## config.mk

```make
export PLATFORM = sky130hd
export DESIGN_NAME = uart_fractional_baud_calculator_top
export DESIGN_NICKNAME = d
export VERILOG_FILES = /design/src/hw/rtl/ufbc_pkg.sv /design/src/hw/rtl/ufbc_serial_div.sv /design/src/hw/rtl/ufbc_scale_search.sv /design/src/hw/rtl/uart_fractional_baud_calculator_top.sv
export VERILOG_INCLUDE_DIRS = /design/src /design/src/hw/rtl
export SDC_FILE = /design/constraint.sdc
export NUM_CORES = 1
export LEC_CHECK = 0
export BUFFER_PORTS_ARGS = -buffer_cell sky130_fd_sc_hd__buf_2
export CORE_MARGIN = 3
export CORE_UTILIZATION = 30
export CTS_CLUSTER_DIAMETER = 200
export DETAILED_ROUTE_END_ITERATION = 10
export PLACE_DENSITY = 0.4
export SLEW_MARGIN = 25
export SYNTH_ARGS = -nofsm -noshare
export SYNTH_HDL_FRONTEND = slang
export SYNTH_SLANG_ARGS = --single-unit
```

## constraint.sdc

```tcl
create_clock -name clock -period 6.2 [get_ports clock]
set_clock_uncertainty 0.15 [all_clocks]
set_input_delay 1.86 -clock clock [delete_from_list [all_inputs] [get_ports clock]]
set_output_delay 1.86 -clock clock [all_outputs]
set_load 0.1 [all_outputs]
```

## src/hw/rtl/uart_fractional_baud_calculator_top_defines.svh

```systemverilog
// ----------------------------------------------------------------------------
// UART fractional baud calculator - assertion macros
// Shared property shorthands for the calculator's concurrent checks.
// ----------------------------------------------------------------------------
`ifndef UART_FRACTIONAL_BAUD_CALCULATOR_TOP_DEFINES_SVH
`define UART_FRACTIONAL_BAUD_CALCULATOR_TOP_DEFINES_SVH

// same-cycle implication, disabled during reset
`define UFBC_ASSERT_NOW(label, ante, cons, msg) \
   label: assert property (@(posedge clock) disable iff (reset) (ante) |-> (cons)) \
      else $error(msg);

// next-cycle implication, disabled during reset
`define UFBC_ASSERT_NEXT(label, ante, cons, msg) \
   label: assert property (@(posedge clock) disable iff (reset) (ante) |=> (cons)) \
      else $error(msg);

`endif

```

## src/hw/rtl/ufbc_pkg.sv

```systemverilog
// ----------------------------------------------------------------------------
// UART fractional baud calculator - package
// Shared types, constants and the scale search limit table.
// ----------------------------------------------------------------------------
package ufbc_pkg;

   localparam int unsigned DivSteps    = 32;
   localparam int unsigned HiShift     = 3;   // clock / 8
   localparam int unsigned LoShift     = 22;  // clock / 4194304
   localparam int unsigned ScaleSteps  = 14;  // search runs from -7 up to 7
   localparam int unsigned ScaleBias   = 7;

   localparam logic [31:0] ClockHzReset = 32'd32000000;

   localparam logic signed [3:0] ScaleNegSplit = -4'sd3;

   // configuration register indexes
   localparam logic [0:0] CsrClockHz     = 1'b0;
   localparam logic [0:0] CsrDoubleSpeed = 1'b1;

   typedef struct packed {
      logic busy;
      logic done;
   } unit_stat_type;

   // doubling limit for search step idx (scale = idx - 7)
   function automatic logic [31:0] scale_limit(input logic [3:0] idx);
      logic [31:0] r;
      if (idx < 4'd5) begin
         r = (32'd256 << idx) - 32'd1;
      end else begin
         r = 32'd4095 << (idx - 4'd4);
      end
      return r;
   endfunction

endpackage

```

## src/hw/rtl/ufbc_serial_div.sv

```systemverilog
// ----------------------------------------------------------------------------
// UART fractional baud calculator - serial divider
// Restoring 32-bit unsigned divider, one quotient bit per cycle.
// A zero divisor yields all ones.
// ----------------------------------------------------------------------------
module ufbc_serial_div
   import ufbc_pkg::*;
(
   input  logic          clock,
   input  logic          reset,
   input  logic          go,
   input  logic [31:0]   num,
   input  logic [31:0]   den,
   output logic [31:0]   quotient,
   output unit_stat_type stat
);

   logic [31:0] rem_ff, rem_in;
   logic [31:0] quo_ff, quo_in;
   logic [31:0] den_ff, den_in;
   logic [4:0]  count_ff, count_in;
   logic        busy_ff, busy_in;
   logic        done_ff, done_in;

   logic [32:0] trial;
   logic [32:0] diff;
   logic        ge;

   assign trial = {rem_ff, quo_ff[31]};
   assign diff  = trial - {1'b0, den_ff};
   assign ge    = ~diff[32];

   always_comb begin
      rem_in   = rem_ff;
      quo_in   = quo_ff;
      den_in   = den_ff;
      count_in = count_ff;
      busy_in  = busy_ff;
      done_in  = 1'b0;
      if (go) begin
         rem_in   = '0;
         quo_in   = num;
         den_in   = den;
         count_in = 5'(DivSteps - 1);
         busy_in  = 1'b1;
      end else if (busy_ff) begin
         rem_in   = ge ? diff[31:0] : trial[31:0];
         quo_in   = {quo_ff[30:0], ge};
         count_in = count_ff - 5'd1;
         if (count_ff == 5'd0) begin
            busy_in = 1'b0;
            done_in = 1'b1;
         end
      end
   end

   always_ff @(posedge clock) begin
      if (reset) begin
         busy_ff <= 1'b0;
         done_ff <= 1'b0;
      end else begin
         busy_ff <= busy_in;
         done_ff <= done_in;
      end
      rem_ff   <= rem_in;
      quo_ff   <= quo_in;
      den_ff   <= den_in;
      count_ff <= count_in;
   end

   assign quotient  = quo_ff;
   assign stat.busy = busy_ff;
   assign stat.done = done_ff;

endmodule

```

## src/hw/rtl/ufbc_scale_search.sv

```systemverilog
// ----------------------------------------------------------------------------
// UART fractional baud calculator - scale search
// Walks the doubling limit table one step per cycle to find the scale.
// ----------------------------------------------------------------------------
module ufbc_scale_search
   import ufbc_pkg::*;
(
   input  logic               clock,
   input  logic               reset,
   input  logic               go,
   input  logic [31:0]        ratio,
   output logic signed [3:0]  scale,
   output unit_stat_type      stat
);

   logic [31:0] ratio_ff, ratio_in;
   logic [3:0]  idx_ff, idx_in;
   logic        busy_ff, busy_in;
   logic        done_ff, done_in;

   logic        hit;

   assign hit = (ratio_ff < scale_limit(idx_ff)) || (idx_ff == 4'(ScaleSteps));

   always_comb begin
      ratio_in = ratio_ff;
      idx_in   = idx_ff;
      busy_in  = busy_ff;
      done_in  = 1'b0;
      if (go) begin
         ratio_in = ratio;
         idx_in   = '0;
         busy_in  = 1'b1;
      end else if (busy_ff) begin
         if (hit) begin
            busy_in = 1'b0;
            done_in = 1'b1;
         end else begin
            idx_in = idx_ff + 4'd1;
         end
      end
   end

   always_ff @(posedge clock) begin
      if (reset) begin
         busy_ff <= 1'b0;
         done_ff <= 1'b0;
         idx_ff  <= '0;
      end else begin
         busy_ff <= busy_in;
         done_ff <= done_in;
         idx_ff  <= idx_in;
      end
      ratio_ff <= ratio_in;
   end

   assign scale     = $signed(idx_ff - 4'(ScaleBias));
   assign stat.busy = busy_ff;
   assign stat.done = done_ff;

endmodule

```

## src/hw/rtl/uart_fractional_baud_calculator_top.sv

```systemverilog
// ----------------------------------------------------------------------------
// UART fractional baud calculator - top level
// Turns a requested baud rate into a 12-bit BSEL divider and a BSCALE
// exponent for the configured peripheral clock and speed mode.
//
// Channels: req_ carries one baud rate per transaction; rsp_ returns one
//   result (accepted flag, divider, scale) per request, in order.
// csr_ is a plain write port: index 0 is clock_hz, index 1 is double_speed.
// Sequence: a rejected rate goes from the range check to the finish state.
//   An accepted rate takes two passes of the bit-serial divider, a scale
//   search between them and prep and load steps before the second pass.
// Throughput: one request at a time; req_stall is high from acceptance
//   until the result has moved into the output register.
// Stall: the result register holds while rsp_stall is high; a finished
//   result waits there while the next request is already being worked on.
// Reset: clock_hz returns to 32000000, double_speed to 0, and no
//   transaction is in flight.
// ----------------------------------------------------------------------------
`include "uart_fractional_baud_calculator_top_defines.svh"

module uart_fractional_baud_calculator_top
   import ufbc_pkg::*;
(
   input  logic              clock,
   input  logic              reset,

   input  logic              csr_write,
   input  logic [0:0]        csr_index,
   input  logic [31:0]       csr_wdata,

   input  logic              req_valid,
   output logic              req_stall,
   input  logic [31:0]       req_baud_rate,

   output logic              rsp_valid,
   input  logic              rsp_stall,
   output logic              rsp_accepted,
   output logic [11:0]       rsp_divider,
   output logic signed [3:0] rsp_scale
);

   typedef enum logic [7:0] {
      ST_IDLE   = 8'b0000_0001,
      ST_CHECK  = 8'b0000_0010,
      ST_DIV1   = 8'b0000_0100,
      ST_SEARCH = 8'b0000_1000,
      ST_PREP   = 8'b0001_0000,
      ST_LOAD   = 8'b0010_0000,
      ST_DIV2   = 8'b0100_0000,
      ST_FINISH = 8'b1000_0000
   } state_type;

   state_type state_ff, state_in;

   logic [31:0] clock_hz_ff, clock_hz_in;
   logic        double_speed_ff, double_speed_in;

   logic [31:0] baud_ff, baud_in;
   logic [31:0] clkp_ff, clkp_in;
   logic [31:0] b_ff, b_in;
   logic signed [3:0] exp_ff, exp_in;

   logic [31:0] div_num_ff, div_num_in;
   logic [31:0] div_den_ff, div_den_in;
   logic        div_go_ff, div_go_in;
   logic        search_go_ff, search_go_in;

   logic              res_accepted_ff, res_accepted_in;
   logic [11:0]       res_divider_ff, res_divider_in;
   logic signed [3:0] res_scale_ff, res_scale_in;

   logic              rsp_valid_ff, rsp_valid_in;
   logic              rsp_accepted_ff, rsp_accepted_in;
   logic [11:0]       rsp_divider_ff, rsp_divider_in;
   logic signed [3:0] rsp_scale_ff, rsp_scale_in;

   logic [31:0]       div_q;
   unit_stat_type     div_stat;
   logic signed [3:0] search_scale;
   unit_stat_type     search_stat;

   logic [31:0] hi_lim, lo_lim;
   logic        reject;
   logic [31:0] baud2;
   logic [3:0]  pos_sh;
   logic [2:0]  neg_sh;
   logic        rsp_take;

   ufbc_serial_div u_div (
      .clock    (clock),
      .reset    (reset),
      .go       (div_go_ff),
      .num      (div_num_ff),
      .den      (div_den_ff),
      .quotient (div_q),
      .stat     (div_stat)
   );

   ufbc_scale_search u_search (
      .clock (clock),
      .reset (reset),
      .go    (search_go_ff),
      .ratio (div_q),
      .scale (search_scale),
      .stat  (search_stat)
   );

   // limits are halved without double speed
   assign hi_lim = double_speed_ff ? (clock_hz_ff >> HiShift) : (clock_hz_ff >> (HiShift + 1));
   assign lo_lim = double_speed_ff ? (clock_hz_ff >> LoShift) : (clock_hz_ff >> (LoShift + 1));
   assign reject = (baud_ff == '0) || (baud_ff > hi_lim) || (baud_ff < lo_lim);
   assign baud2  = double_speed_ff ? baud_ff : {baud_ff[30:0], 1'b0};

   assign pos_sh = 4'(exp_ff + 4'sd3);
   assign neg_sh = 3'(4'sd0 - exp_ff - 4'sd3);

   assign rsp_take = rsp_valid_ff && !rsp_stall;

   always_comb begin
      clock_hz_in     = clock_hz_ff;
      double_speed_in = double_speed_ff;
      if (csr_write) begin
         case (csr_index)
            CsrClockHz:     clock_hz_in     = csr_wdata;
            CsrDoubleSpeed: double_speed_in = csr_wdata[0];
            default:        ;
         endcase
      end
   end

   always_comb begin
      state_in        = state_ff;
      baud_in         = baud_ff;
      clkp_in         = clkp_ff;
      b_in            = b_ff;
      exp_in          = exp_ff;
      div_num_in      = div_num_ff;
      div_den_in      = div_den_ff;
      div_go_in       = 1'b0;
      search_go_in    = 1'b0;
      res_accepted_in = res_accepted_ff;
      res_divider_in  = res_divider_ff;
      res_scale_in    = res_scale_ff;
      rsp_valid_in    = rsp_valid_ff && !rsp_take;
      rsp_accepted_in = rsp_accepted_ff;
      rsp_divider_in  = rsp_divider_ff;
      rsp_scale_in    = rsp_scale_ff;

      case (state_ff)
         ST_IDLE: begin
            if (req_valid) begin
               baud_in  = req_baud_rate;
               state_in = ST_CHECK;
            end
         end
         ST_CHECK: begin
            if (reject) begin
               res_accepted_in = 1'b0;
               res_divider_in  = '0;
               res_scale_in    = '0;
               state_in        = ST_FINISH;
            end else begin
               baud_in    = baud2;
               div_num_in = clock_hz_ff;
               div_den_in = baud2;
               div_go_in  = 1'b1;
               state_in   = ST_DIV1;
            end
         end
         ST_DIV1: begin
            if (div_stat.done) begin
               search_go_in = 1'b1;
               state_in     = ST_SEARCH;
            end
         end
         ST_SEARCH: begin
            if (search_stat.done) begin
               exp_in   = search_scale;
               state_in = ST_PREP;
            end
         end
         ST_PREP: begin
            clkp_in  = clock_hz_ff - {baud_ff[28:0], 3'b000};
            b_in     = baud_ff << pos_sh;
            state_in = ST_LOAD;
         end
         ST_LOAD: begin
            if (exp_ff <= ScaleNegSplit) begin
               div_num_in = (clkp_ff << neg_sh) + (baud_ff >> 1);
               div_den_in = baud_ff;
            end else if (exp_ff[3]) begin
               div_num_in = clkp_ff + (b_ff >> 1);
               div_den_in = b_ff;
            end else begin
               div_num_in = clock_hz_ff + (b_ff >> 1);
               div_den_in = b_ff;
            end
            div_go_in = 1'b1;
            state_in  = ST_DIV2;
         end
         ST_DIV2: begin
            if (div_stat.done) begin
               res_accepted_in = 1'b1;
               // non-negative scales subtract one from the rounded quotient
               res_divider_in  = div_q[11:0] - {11'd0, ~exp_ff[3]};
               res_scale_in    = exp_ff;
               state_in        = ST_FINISH;
            end
         end
         ST_FINISH: begin
            if (!rsp_valid_ff || !rsp_stall) begin
               rsp_valid_in    = 1'b1;
               rsp_accepted_in = res_accepted_ff;
               rsp_divider_in  = res_divider_ff;
               rsp_scale_in    = res_scale_ff;
               state_in        = ST_IDLE;
            end
         end
         default: begin
            state_in = ST_IDLE;
         end
      endcase
   end

   always_ff @(posedge clock) begin
      if (reset) begin
         state_ff        <= ST_IDLE;
         clock_hz_ff     <= ClockHzReset;
         double_speed_ff <= 1'b0;
         div_go_ff       <= 1'b0;
         search_go_ff    <= 1'b0;
         rsp_valid_ff    <= 1'b0;
      end else begin
         state_ff        <= state_in;
         clock_hz_ff     <= clock_hz_in;
         double_speed_ff <= double_speed_in;
         div_go_ff       <= div_go_in;
         search_go_ff    <= search_go_in;
         rsp_valid_ff    <= rsp_valid_in;
      end
      baud_ff         <= baud_in;
      clkp_ff         <= clkp_in;
      b_ff            <= b_in;
      exp_ff          <= exp_in;
      div_num_ff      <= div_num_in;
      div_den_ff      <= div_den_in;
      res_accepted_ff <= res_accepted_in;
      res_divider_ff  <= res_divider_in;
      res_scale_ff    <= res_scale_in;
      rsp_accepted_ff <= rsp_accepted_in;
      rsp_divider_ff  <= rsp_divider_in;
      rsp_scale_ff    <= rsp_scale_in;
   end

   assign req_stall    = (state_ff != ST_IDLE);
   assign rsp_valid    = rsp_valid_ff;
   assign rsp_accepted = rsp_accepted_ff;
   assign rsp_divider  = rsp_divider_ff;
   assign rsp_scale    = rsp_scale_ff;

   `UFBC_ASSERT_NEXT(a_accept_to_check, req_valid && !req_stall, state_ff == ST_CHECK,
      "accepted request did not enter range check")
   `UFBC_ASSERT_NOW(a_reject_zero_fields, rsp_valid && !rsp_accepted,
      rsp_divider == 12'd0 && rsp_scale == 4'sd0, "rejected result carries nonzero fields")
   `UFBC_ASSERT_NOW(a_scale_range, rsp_valid && rsp_accepted, rsp_scale != -4'sd8,
      "scale outside -7..7")
   `UFBC_ASSERT_NOW(a_div_start_idle, div_go_ff, !div_stat.busy && !search_stat.busy,
      "divider restarted while a unit is busy")
   `UFBC_ASSERT_NOW(a_div_done_state, div_stat.done,
      state_ff == ST_DIV1 || state_ff == ST_DIV2, "divider finished outside a divide state")

endmodule

```

=== Word-level counts from Yosys, hierarchy flattened ===
Cells that the tools add are included.

* Add/sub/neg operators: 14
* $mul: 0
* Divide/modulo/power cells: 0
* Magnitude comparators: 5
* Eq/ne operators: 17
* Shift operators: 4
* Muxes and demuxes: 45
* Bitwise operators: 7
* Reduce and logical (&&, ||, !) cells: 28

{| class="wikitable"
|+ Operator list
! cell !! number
|-
| 32-bit two-way mux || 11
|-
| 32-bit one-hot mux with 2 select lines || 3
|-
| 32-bit by 31-bit adder with 32-bit output || 3
|-
| 8-bit one-hot mux with 8 select lines || 1
|-
| 8-bit two-way mux || 6
|-
| 33-bit by 32-bit subtractor with 33-bit output || 1
|-
| 32-bit by 29-bit greater-than comparator with 1-bit output || 1
|-
| 32-bit zero test || 1
|-
| 32-bit by 10-bit < comparator with 1-bit output || 1
|-
| 32-bit < comparator || 1
|-
| 12-bit by 4-bit << shifter with 32-bit output, first input constant || 1
|-
| 32-bit by 3-bit << shifter with 32-bit output || 1
|-
| 32-bit by 4-bit << shifter with 32-bit output || 1
|-
| 9-bit by 4-bit << shifter with 32-bit output, first input constant || 1
|-
| 32-bit by 1-bit subtractor with 32-bit output, second input constant || 1
|-
| 32-bit subtractor || 1
|-
| 29-bit two-way mux || 1
|-
| 12-bit two-way mux || 2
|-
| 12-bit one-hot mux with 2 select lines || 1
|-
| 1-bit two-way mux || 14
|-
| 2-bit AND reduction || 6
|-
| 12-bit by 1-bit subtractor with 12-bit output || 1
|-
| 10-bit two-way mux || 1
|-
| 8-bit by 1-bit equality test with 1-bit output, second input constant || 1
|-
| 32 further kinds || 58
|}

* Bits in registers: 383
* Latch bits: 0
* Memory bits (writable): 0
* Memory bits (read-only): 0
* Bits of input ports: 70
* Word-level logic and storage cells: 148
* Memories: 0

=== Depth between registers and ports, before layout ===
Gate-level depths: netlist (run 1).

* Depth after elaboration: 8
* Gate-level depth with buffers: 22
* Mapped depth without buffers: 18

=== Hierarchy ===
Synthesis (run 1) repeated with hierarchy kept, for this count alone.

* Cell total of the unflattened synthesis: 2865
* Area total of the unflattened synthesis: 26914.6 um2

{| class="wikitable"
|+ Modules (own cells, without submodules)
! module !! instances !! cells each !! area each (um2) !! sequential area each (um2)
|-
| uart_fractional_baud_calculator_top || 1 || 2017 || 18425.2 || 6826.5
|-
| ufbc_serial_div || 1 || 578 || 5816.8 || 2702.6
|-
| ufbc_scale_search || 1 || 270 || 2672.6 || 1081.0
|}

=== Worst setup path after synthesis (run 1) ===
Ideal clock, no wire load.

* Kind: register to register
* From: register exp_ff[0]
* To: register div_num_ff[29] (data pin)
* Library setup time: 265 ps
* Arrival: 4249 ps
* Setup slack: 1536 ps
* Cell stages (with the launch flop): 18
* Path buffers: 4
* Cell sequence: edfxtp_1 clkbuf_1 clkbuf_1 clkbuf_1 clkbuf_1 nor2_1 o32ai_1 ha_1 o21a_1 and4_1 a211oi_2 o211ai_1 nor3b_2 o211ai_1 a21boi_1 a311oi_1 xor2_1 o211ai_1

* Cells in the longest elaborated chain, start to end: 6
* Elaborated cells on any way between the ends: 7

{| class="wikitable"
|+ RTL lines
! what !! RTL line !! RTL
|-
| start, declared || uart_fractional_baud_calculator_top.sv:61 || <nowiki>logic signed [3:0] exp_ff, exp_in;</nowiki>
|-
| start signal, assigned || uart_fractional_baud_calculator_top.sv:244 || <nowiki>exp_ff <= exp_in;</nowiki>
|-
| 1-bit by 3-bit subtractor with 3-bit output || uart_fractional_baud_calculator_top.sv:115 || <nowiki>assign neg_sh = 3'(4'sd0 - exp_ff - 4'sd3);</nowiki>
|-
| 3-bit subtractor || uart_fractional_baud_calculator_top.sv:115 ||
|-
| 32-bit by 3-bit << shifter with 32-bit output || uart_fractional_baud_calculator_top.sv:189 || <nowiki>div_num_in = (clkp_ff << neg_sh) + (baud_ff >> 1);</nowiki>
|-
| 32-bit by 31-bit adder with 32-bit output || uart_fractional_baud_calculator_top.sv:189 ||
|-
| 32-bit two-way mux (*) || uart_fractional_baud_calculator_top.sv:188 || <nowiki>if (exp_ff <= ScaleNegSplit) begin</nowiki>
|-
| 32-bit one-hot mux with 2 select lines (*) || uart_fractional_baud_calculator_top.sv:149 || <nowiki>case (state_ff)</nowiki>
|-
| net div_num_in[29] || uart_fractional_baud_calculator_top.sv:63 || <nowiki>logic [31:0] div_num_ff, div_num_in;</nowiki>
|-
| end signal, assigned || uart_fractional_baud_calculator_top.sv:245 || <nowiki>div_num_ff <= div_num_in;</nowiki>
|-
| end, declared || uart_fractional_baud_calculator_top.sv:63 ||
|}

The timed path passes the listed nets; every way through them passes the cells marked *.
A chain may end at the register's enable or synchronous reset.

=== Worst setup path after layout (run 1) ===
* From: register u_search.idx_ff[3]
* To: register u_search.idx_ff[2]

* Cells in the longest elaborated chain, start to end: 7
* Elaborated cells on any way between the ends: 11

{| class="wikitable"
|+ RTL lines
! what !! RTL line !! RTL
|-
| start, declared || ufbc_scale_search.sv:17 || <nowiki>logic [3:0] idx_ff, idx_in;</nowiki>
|-
| start signal, assigned || ufbc_scale_search.sv:52 || <nowiki>idx_ff <= idx_in;</nowiki>
|-
| 9-bit by 4-bit << shifter with 32-bit output / 4-bit by 3-bit subtractor with 4-bit output (equally long branches) || ufbc_pkg.sv:30, ufbc_pkg.sv:32 ||
|-
| 32-bit by 1-bit subtractor with 32-bit output / 12-bit by 4-bit << shifter with 32-bit output (equally long branches) || ufbc_pkg.sv:30, ufbc_pkg.sv:32 ||
|-
| 32-bit two-way mux || ufbc_pkg.sv:29 || <nowiki>if (idx < 4'd5) begin</nowiki>
|-
| 32-bit < comparator || ufbc_scale_search.sv:23 || <nowiki>assign hit = (ratio_ff < scale_limit(idx_ff)) || (idx_ff == 4'(ScaleSteps));</nowiki>
|-
| 1-bit logical OR (*) || ufbc_scale_search.sv:23 ||
|-
| 1-bit inverter (no line) (*) || n/a ||
|-
| 2-bit AND reduction (no line) (*) || n/a ||
|}

Mark *: on every way between the ends. The rest lies on a longest branch, timed or not.

==> results of run 1 <==
## final cells by class
cell class | count | share of cell area [%]
multi-input cells | 2117 | 49.7
flip-flops and latches | 383 | 35.5
well taps | 1155 | 4.83
clock buffers | 63 | 4.61
repair buffers | 138 | 2.73
inverters | 112 | 1.40
clock inverters | 29 | 1.21
diodes | 1 | 0.00836
## critical path, cell delays in order (launching register included)
cell and delay [ns]:
dfxtp_1 0.65, inv_1 0.30, ha_1 0.69, a21oi_1 0.24, ha_1 0.35, a21o_1 0.16
a21o_1 0.17, a221o_1 0.29, a221o_1 0.37, nand3_1 0.09, a31oi_1 0.16, a2111oi_2 0.39
and4b_1 0.34, a2111oi_2 0.36
## cells by family (layout without fill, tap and decap cells)
family	after synthesis	after routing	share of synthesized area, %
mux	227	227	10.1
other cells	0	1	0
xor+xnor	120	120	4.00
simple gates	824	824	14.2
fa+ha+maj	215	215	10.3
buf+inv	270	342	3.99
flops	383	383	40.1
compound gates	731	731	17.4
## layout by cell type (no fill, tap or decap), drive strengths merged, types with 29 or more instances in the layout
cell type	count
ha	211
clkbuf	63
a211oi	46
o21ai	178
nor2	268
mux2	81
a21o	83
xor2	36
o22ai	33
inv	113
xnor2	84
a21oi	216
buf	138
nand2b	30
dfxtp	89
nand2	290
mux2i	121
nand3	35
o21a	29
nor3	42
edfxtp	294
## through the flow
| step | power [mW] | std cells | worst slack [ns] |
|---|---|---|---|
| 2_1_floorplan | 3.84 | 2770 | 1.54 |
| 3_3_place_gp | 4.19 | 3905 | 1.36 |
| 3_5_place_dp | 4.20 | 3905 | 1.42 |
| 4_1_cts | 7.33 | 3997 | 1.38 |
| 5_1_grt | 7.57 | 3997 | 0.957 |
| 6_report | 7.22 | 3998 | 1.38 |
## worst max path at each step
stage                                            endpoint  slack (ns)  cells after the start
after global placement    u_search.idx_ff[2]$_SDFFE_PP0P_        1.36                     17
final                     u_search.idx_ff[2]$_SDFFE_PP0P_        1.38                     13
after CTS                 u_search.idx_ff[2]$_SDFFE_PP0P_        1.38                     13
after detailed placement  u_search.idx_ff[2]$_SDFFE_PP0P_        1.42                     13
after floorplan                  div_num_ff[29]$_DFFE_PP_        1.54                     17
after global routing      u_search.idx_ff[2]$_SDFFE_PP0P_        0.96                     17
## registers in the layout, indices dropped and copies added (netlist names), 4 cells and up
register           count
u_search.idx_ff        4
clkp_ff               32
b_ff                  32
u_div.rem_ff          32
res_divider_ff        12
u_div.count_ff         5
div_num_ff            32
exp_ff                 4
clock_hz_ff           32
baud_ff               32
u_div.quotient        32
u_div.den_ff          32
res_scale_ff           4
rsp_divider           12
rsp_scale              4
div_den_ff            32
state_ff               8
u_search.ratio_ff     32
## power groups by stage
stage	logic, mW	clock network, mW	registers [mW]
2_1_floorplan	0.893	0	2.95
3_3_place_gp	1.16	0	3.03
3_5_place_dp	1.17	0	3.03
4_1_cts	1.17	3.18	2.98
5_1_grt	1.31	3.27	2.98
6_report	1.17	3.07	2.98
## per-layer routing
metal | wire length, um | part of all wire [%]
met2 | 39800 | 44
met3 | 4500 | 5.0
met5 | 0 | 0
met1 | 42500 | 47
met4 | 2760 | 3.1
==> run_results.csv, run 1 <==
group,metric,value,unit
run_status,status,"complete, no violations",
routing,ant_nets,0,
final_layout,utilization,34.3,%
hold_path,worstHoldStart,"div_den_ff[2]$_DFFE_PP_",
sta,worstMarginPinSlew,0.910,ns
final_layout,design_area,29900,sq um
hold_path,hold_end,"u_div.den_ff[2]$_DFFE_PP_",
clocking,cts_resized,0,
routing,viasPerCell,5.29,
sta,slew_headroom,39.3,%
clocking,worstSkewPairLatency,0.61,ns
power_and_ir_drop,clkPwrFrac,42.6,%
floorplan,core,87200,sq um
synth,synth-seq-cells,383,
synth,yosysUniqueCellTypes,84,
global_routing,globalRouteMet3Util,2.95,%
routing,drt_iter0_markers,1437,
synth,synth_most_common_cell,"edfxtp_1",
sta,min_period_over_period,77.8,%
hold_path,hp-class,"flip-flop to flip-flop",
routing,vias,21200,
power_and_ir_drop,power_switching,2.02,mW
clocking,cts_tree,"built",
floorplan,ios,89,
power_and_ir_drop,leakage,11.8,nW
final_layout,multi_input_area,14900,sq um
power_and_ir_drop,swShare,28.0,%
clocking,h-tree-depth,2,
routing,wire_per_inst,22.4,um
critical_path,reg2reg_depth,13,
global_routing,grt_max_degree,65,
synth,syn_nets,3055,
place,gp_congestion,0.893,
floorplan,start_util,30.4,%
critical_path,rrSetupSlack,1.38,ns
place,place_hpwl,68.3,mm
routing,dr.pass1.iters,7,
synth,netlist_instances,2770,
synth,synth_flop_cell,"edfxtp_1",
sta,drv_slew,0,
sta,hold_viol,0,
global_routing,grt_use_met2,30.3,%
floorplan,die_w,303,um
synth,synth_edf_count,294,
critical_path,cp.arrival,5.17,ns
sta,finalSetupViolCount,0,
global_routing,grt_pass1_vias,20600,
place,dpl-instance-area,28200,sq um
critical_path,worstSetupEndpointType,"flip-flop",
synth,yosysTopAreaCellShare,33.3,%
clocking,cts.root.buffer_cell,"clkbuf_16",
critical_path,path_max_fanout,16,
power_and_ir_drop,combPwrFrac,16.2,%
power_and_ir_drop,p_int,5.20,mW
floorplan,dieArea,91900,sq um
critical_path,r2r-end,"u_search.idx_ff[2]$_SDFFE_PP0P_",
sta,rsz0062_at_grt,"false",
routing,drc_errors,0,
critical_path,r2r-start,"u_search.idx_ff[3]$_SDFFE_PP0P_",
synth,synth.avg_cell_area,9.56,sq um
floorplan,rows,108,
critical_path,path_class,"flip-flop to flip-flop",
hold_path,whs_path_depth,0,
critical_path,startpoint,"u_search.idx_ff[3]$_SDFFE_PP0P_",
clocking,cts_sinks,383,
synth,synth_commonest_cells,"edfxtp_1 (294), nand2_1 (290), nor2_1 (268)",
clocking,cts_made_buffers,49,
global_routing,grt_pass1_wl,134,mm
power_and_ir_drop,power_frac_seq,41.2,%
critical_path,start_kind,"flip-flop",
final_layout,drive_gt1_share,13.1,%
synth,yosysTopAreaCell,"edfxtp_1",
final_layout,nets,3086,
global_routing,antenna_found_initial,0,
synth,yosys-top-cells-area,"edfxtp_1 (33%), ha_1 (10%), dfxtp_1 (6.7%)",
global_routing,grt_util_met1,27.3,%
final_layout,syn2layout_area_growth,13.0,%
clocking,ctsHoldBuffers,0,
job,cap_viol_max_count,0,
routing,routed_wl,89.6,mm
sta,fin_setup_tns,0,ns
synth,netlist_area,26500,sq um
power_and_ir_drop,peakVddDrop,0.160,mV
global_routing,grt_usage,19.3,%
clocking,clockBufferDepth,3,
synth,yosys_warnings,0,
power_and_ir_drop,power_density,241,nW/um^2
critical_path,required,6.55,ns
floorplan,die_h,303,um
final_layout,n_fill_cell,8865,
synth,synthArstFlopShare,0,%
sta,fin_crit,4.82,ns
place,port_buffers,88,
final_layout,seqCellArea,10600,sq um
sta,holdWs,0.260,ns
clocking,post_cts_buffers,0,
sta,max_freq,0.207,GHz
global_routing,globalRouteOverflowTotal,0,
global_routing,busiest_layer,"met2",
synth,ys_seq_area_share,40.1,%
clocking,path_clk_slew,0.07,ns
Power figures use the tool's default switching activity.
==> run 2: changes to the inputs <==
clock period = 4.5 ns   (was 6.2 ns; I/O delays follow)
==> run 2 against run 1 <==
Effect of this change: sequential power increased by 37%; design area increased by 2.6%; routed wire length increased by 5.7%; global-route usage increased by 1.1 points; final cell count increased by 2.2%; utilization increased by 0.91 points; via count increased by 2.4%; flip-flop and latch count unchanged.
==> run_results.csv, run 2 (synthesis results as in run 1) <==
group,metric,value,unit
power_and_ir_drop,combPwrFrac,17.3,%
final_layout,mostFrequentLayoutCells,"edfxtp_1 (294), nand2_1 (290), nor2_1 (265)",
sta,fin_setup_tns,0,ns
clocking,path_clk_slew,0.06,ns
final_layout,n_fill_cell,8918,
clocking,h-tree-depth,2,
routing,vias,21700,
critical_path,crit_family,"compound AO/OA/AOI/OAI gates",
place,gp_congestion,0.915,
sta,hold_viol,0,
global_routing,grt_pass1_wl,142,mm
power_and_ir_drop,power_switching,2.78,mW
floorplan,dieArea,91900,sq um
critical_path,r2r-start,"exp_ff[1]$_DFFE_PP_",
power_and_ir_drop,power,10.1,mW
place,place_inst,3994,
critical_path,cp.arrival,4.48,ns
routing,top_layer,"met4",
global_routing,globalRouteOverflowTotal,0,
critical_path,path_max_fanout,21,
routing,dr_wl_met2,43.4,mm
critical_path,startpoint,"exp_ff[1]$_DFFE_PP_",
critical_path,reg2reg_depth,16,
power_and_ir_drop,p_int,7.27,mW
floorplan,core,87200,sq um
critical_path,rrSetupSlack,0.21,ns
routing,routed_wl,94.7,mm
sta,drv_slew,0,
sta,slew_headroom,39.8,%
sta,min_period_over_period,95.4,%
sta,holdWs,0.266,ns
critical_path,slowest_stage,"edfxtp_1",
routing,wl_met1,44.5,mm
critical_path,critPathCapture,"div_num_ff[29]$_DFFE_PP_",
critical_path,path_depth,16,
floorplan,start_util,30.4,%
critical_path,path_class,"flip-flop to flip-flop",
clocking,post_cts_buffers,0,
floorplan,die_h,303,um
job,cap_viol_max_count,0,
clocking,clockBufferDepth,3,
clocking,cts.root.buffer_cell,"clkbuf_16",
sta,fin_crit,4.29,ns
power_and_ir_drop,clkPwrFrac,42.2,%
clocking,worstSkewPairLatency,0.59,ns
routing,drc_errors,0,
routing,drt_iter0_markers,1564,
routing,ant_nets,0,
power_and_ir_drop,power_frac_seq,40.5,%
global_routing,grt_usage,20.5,%
global_routing,grt_pass1_vias,21600,
sta,max_freq,0.233,GHz
place,dp_slack,0.0701,ns
final_layout,syn2layout_area_growth,16.0,%
routing,wire_per_inst,23.2,um
routing,viasPerCell,5.30,
floorplan,die_w,303,um
sta,fin_ws,0.206,ns
critical_path,start_kind,"flip-flop",
place,port_buffers,88,
place,place_hpwl,74.2,mm
final_layout,mostFrequentLayoutCell,"edfxtp_1",
sta,finalSetupViolCount,0,
routing,dr_wl_met3,4.23,mm
final_layout,instances_no_fill,4087,
run_status,status,"complete, no violations",
critical_path,required,4.68,ns
power_and_ir_drop,swShare,27.7,%
critical_path,worstPathBufferInverterCount,3,
floorplan,ios,89,
sta,rsz0062_at_grt,"false",
critical_path,cp_cell_sequence,"buf_12, inv_1, ha_1, buf_6, o32ai_1, ha_1, o21a_1, and4_1, a211oi_2, o211ai_1, nor3b_2, o211ai_1, a21boi_1, a311oi_2, xor2_1, o211ai_1",
global_routing,antenna_found_initial,1,
critical_path,timing.critical_path.mode_cell,"o211ai_1",
routing,dr.pass1.iters,7,
final_layout,drive_gt1_share,15.9,%
final_layout,num_antenna_cells,0,
clocking,cts_sinks,383,
clocking,cts_made_buffers,50,
hold_path,hp-class,"flip-flop to flip-flop",
final_layout,nets,3176,
clocking,cts_tree,"built",
power_and_ir_drop,peakVddDrop,0.219,mV
global_routing,grt_max_degree,63,
critical_path,r2r-end,"div_num_ff[29]$_DFFE_PP_",
floorplan,rows,108,
power_and_ir_drop,power_density,327,nW/um^2
critical_path,max_stage_delay,0.38,ns
power_and_ir_drop,leakage,12.3,nW
critical_path,worstSetupEndpointType,"flip-flop",
sta,worstMarginPinSlew,0.903,ns
run 2: cell types whose count changed in the layout (fill, tap and decap cells not counted), sizes merged:
cell      delta
buf         +89
clkbuf       +6
clkinv       -2
clkinvlp     -1
diode        -1
inv          -2
run 2: power groups by stage:
stage	registers [mW]	logic, mW	clock network, mW
after floorplan	4.06	1.23	0
after global placement	4.14	1.71	0
after detailed placement	4.14	1.72	0
after CTS	4.07	1.74	4.38
after global routing	4.07	1.93	4.52
final	4.07	1.74	4.24
run 2: cell type report:
type                       instances  area [sq um]  share of cell area [%]
inverter                         112           420                    1.37
clock buffer                      69          1440                    4.67
timing repair buffer             227          1560                    5.09
multi-input combinational       2117         14900                    48.6
clock inverter                    24           303                   0.985
sequential                       383         10600                    34.6
tap                             1155          1450                    4.70
run 2: per-layer routing:
| layer | up-vias | global-route usage (%) |
|---|---|---|
| met5 | - | 0 |
| met4 | 0 | 5.56 |
| met3 | 116 | 2.45 |
| met2 | 526 | 33.5 |
| met1 | 10600 | 28.5 |
| li1 | 10400 | - |
run 2: repair_timing:
item / CTS / global route
resized for setup: 0 / 17
endpoints found under the setup margin: 0 / 13
hold buffers: 0 / 0
run 2: worst min path at each step:
stage	depth (start not counted)	from	slack, ns	endpoint
floorplan	0	res_accepted_ff$_DFFE_PP_	0.25	rsp_accepted$_DFFE_PP_
global placement	0	res_divider_ff[5]$_SDFFCE_PN0P_	0.25	rsp_divider[5]$_DFFE_PP_
detailed placement	0	res_scale_ff[3]$_SDFFCE_PN0P_	0.25	rsp_scale[3]$_DFFE_PP_
CTS	0	res_divider_ff[5]$_SDFFCE_PN0P_	0.27	rsp_divider[5]$_DFFE_PP_
global route	0	res_divider_ff[2]$_SDFFCE_PN0P_	0.27	rsp_divider[2]$_DFFE_PP_
finish	0	res_divider_ff[3]$_SDFFCE_PN0P_	0.27	rsp_divider[3]$_DFFE_PP_
run 2: metrics by stage:
stage | area, sq um | util, %
floorplan | 26500 | -
global placement | 28900 | 33.2
detailed placement | 28900 | 33.2
CTS | 30700 | 35.2
global route | 30700 | 35.3
finish | 30700 | 35.3
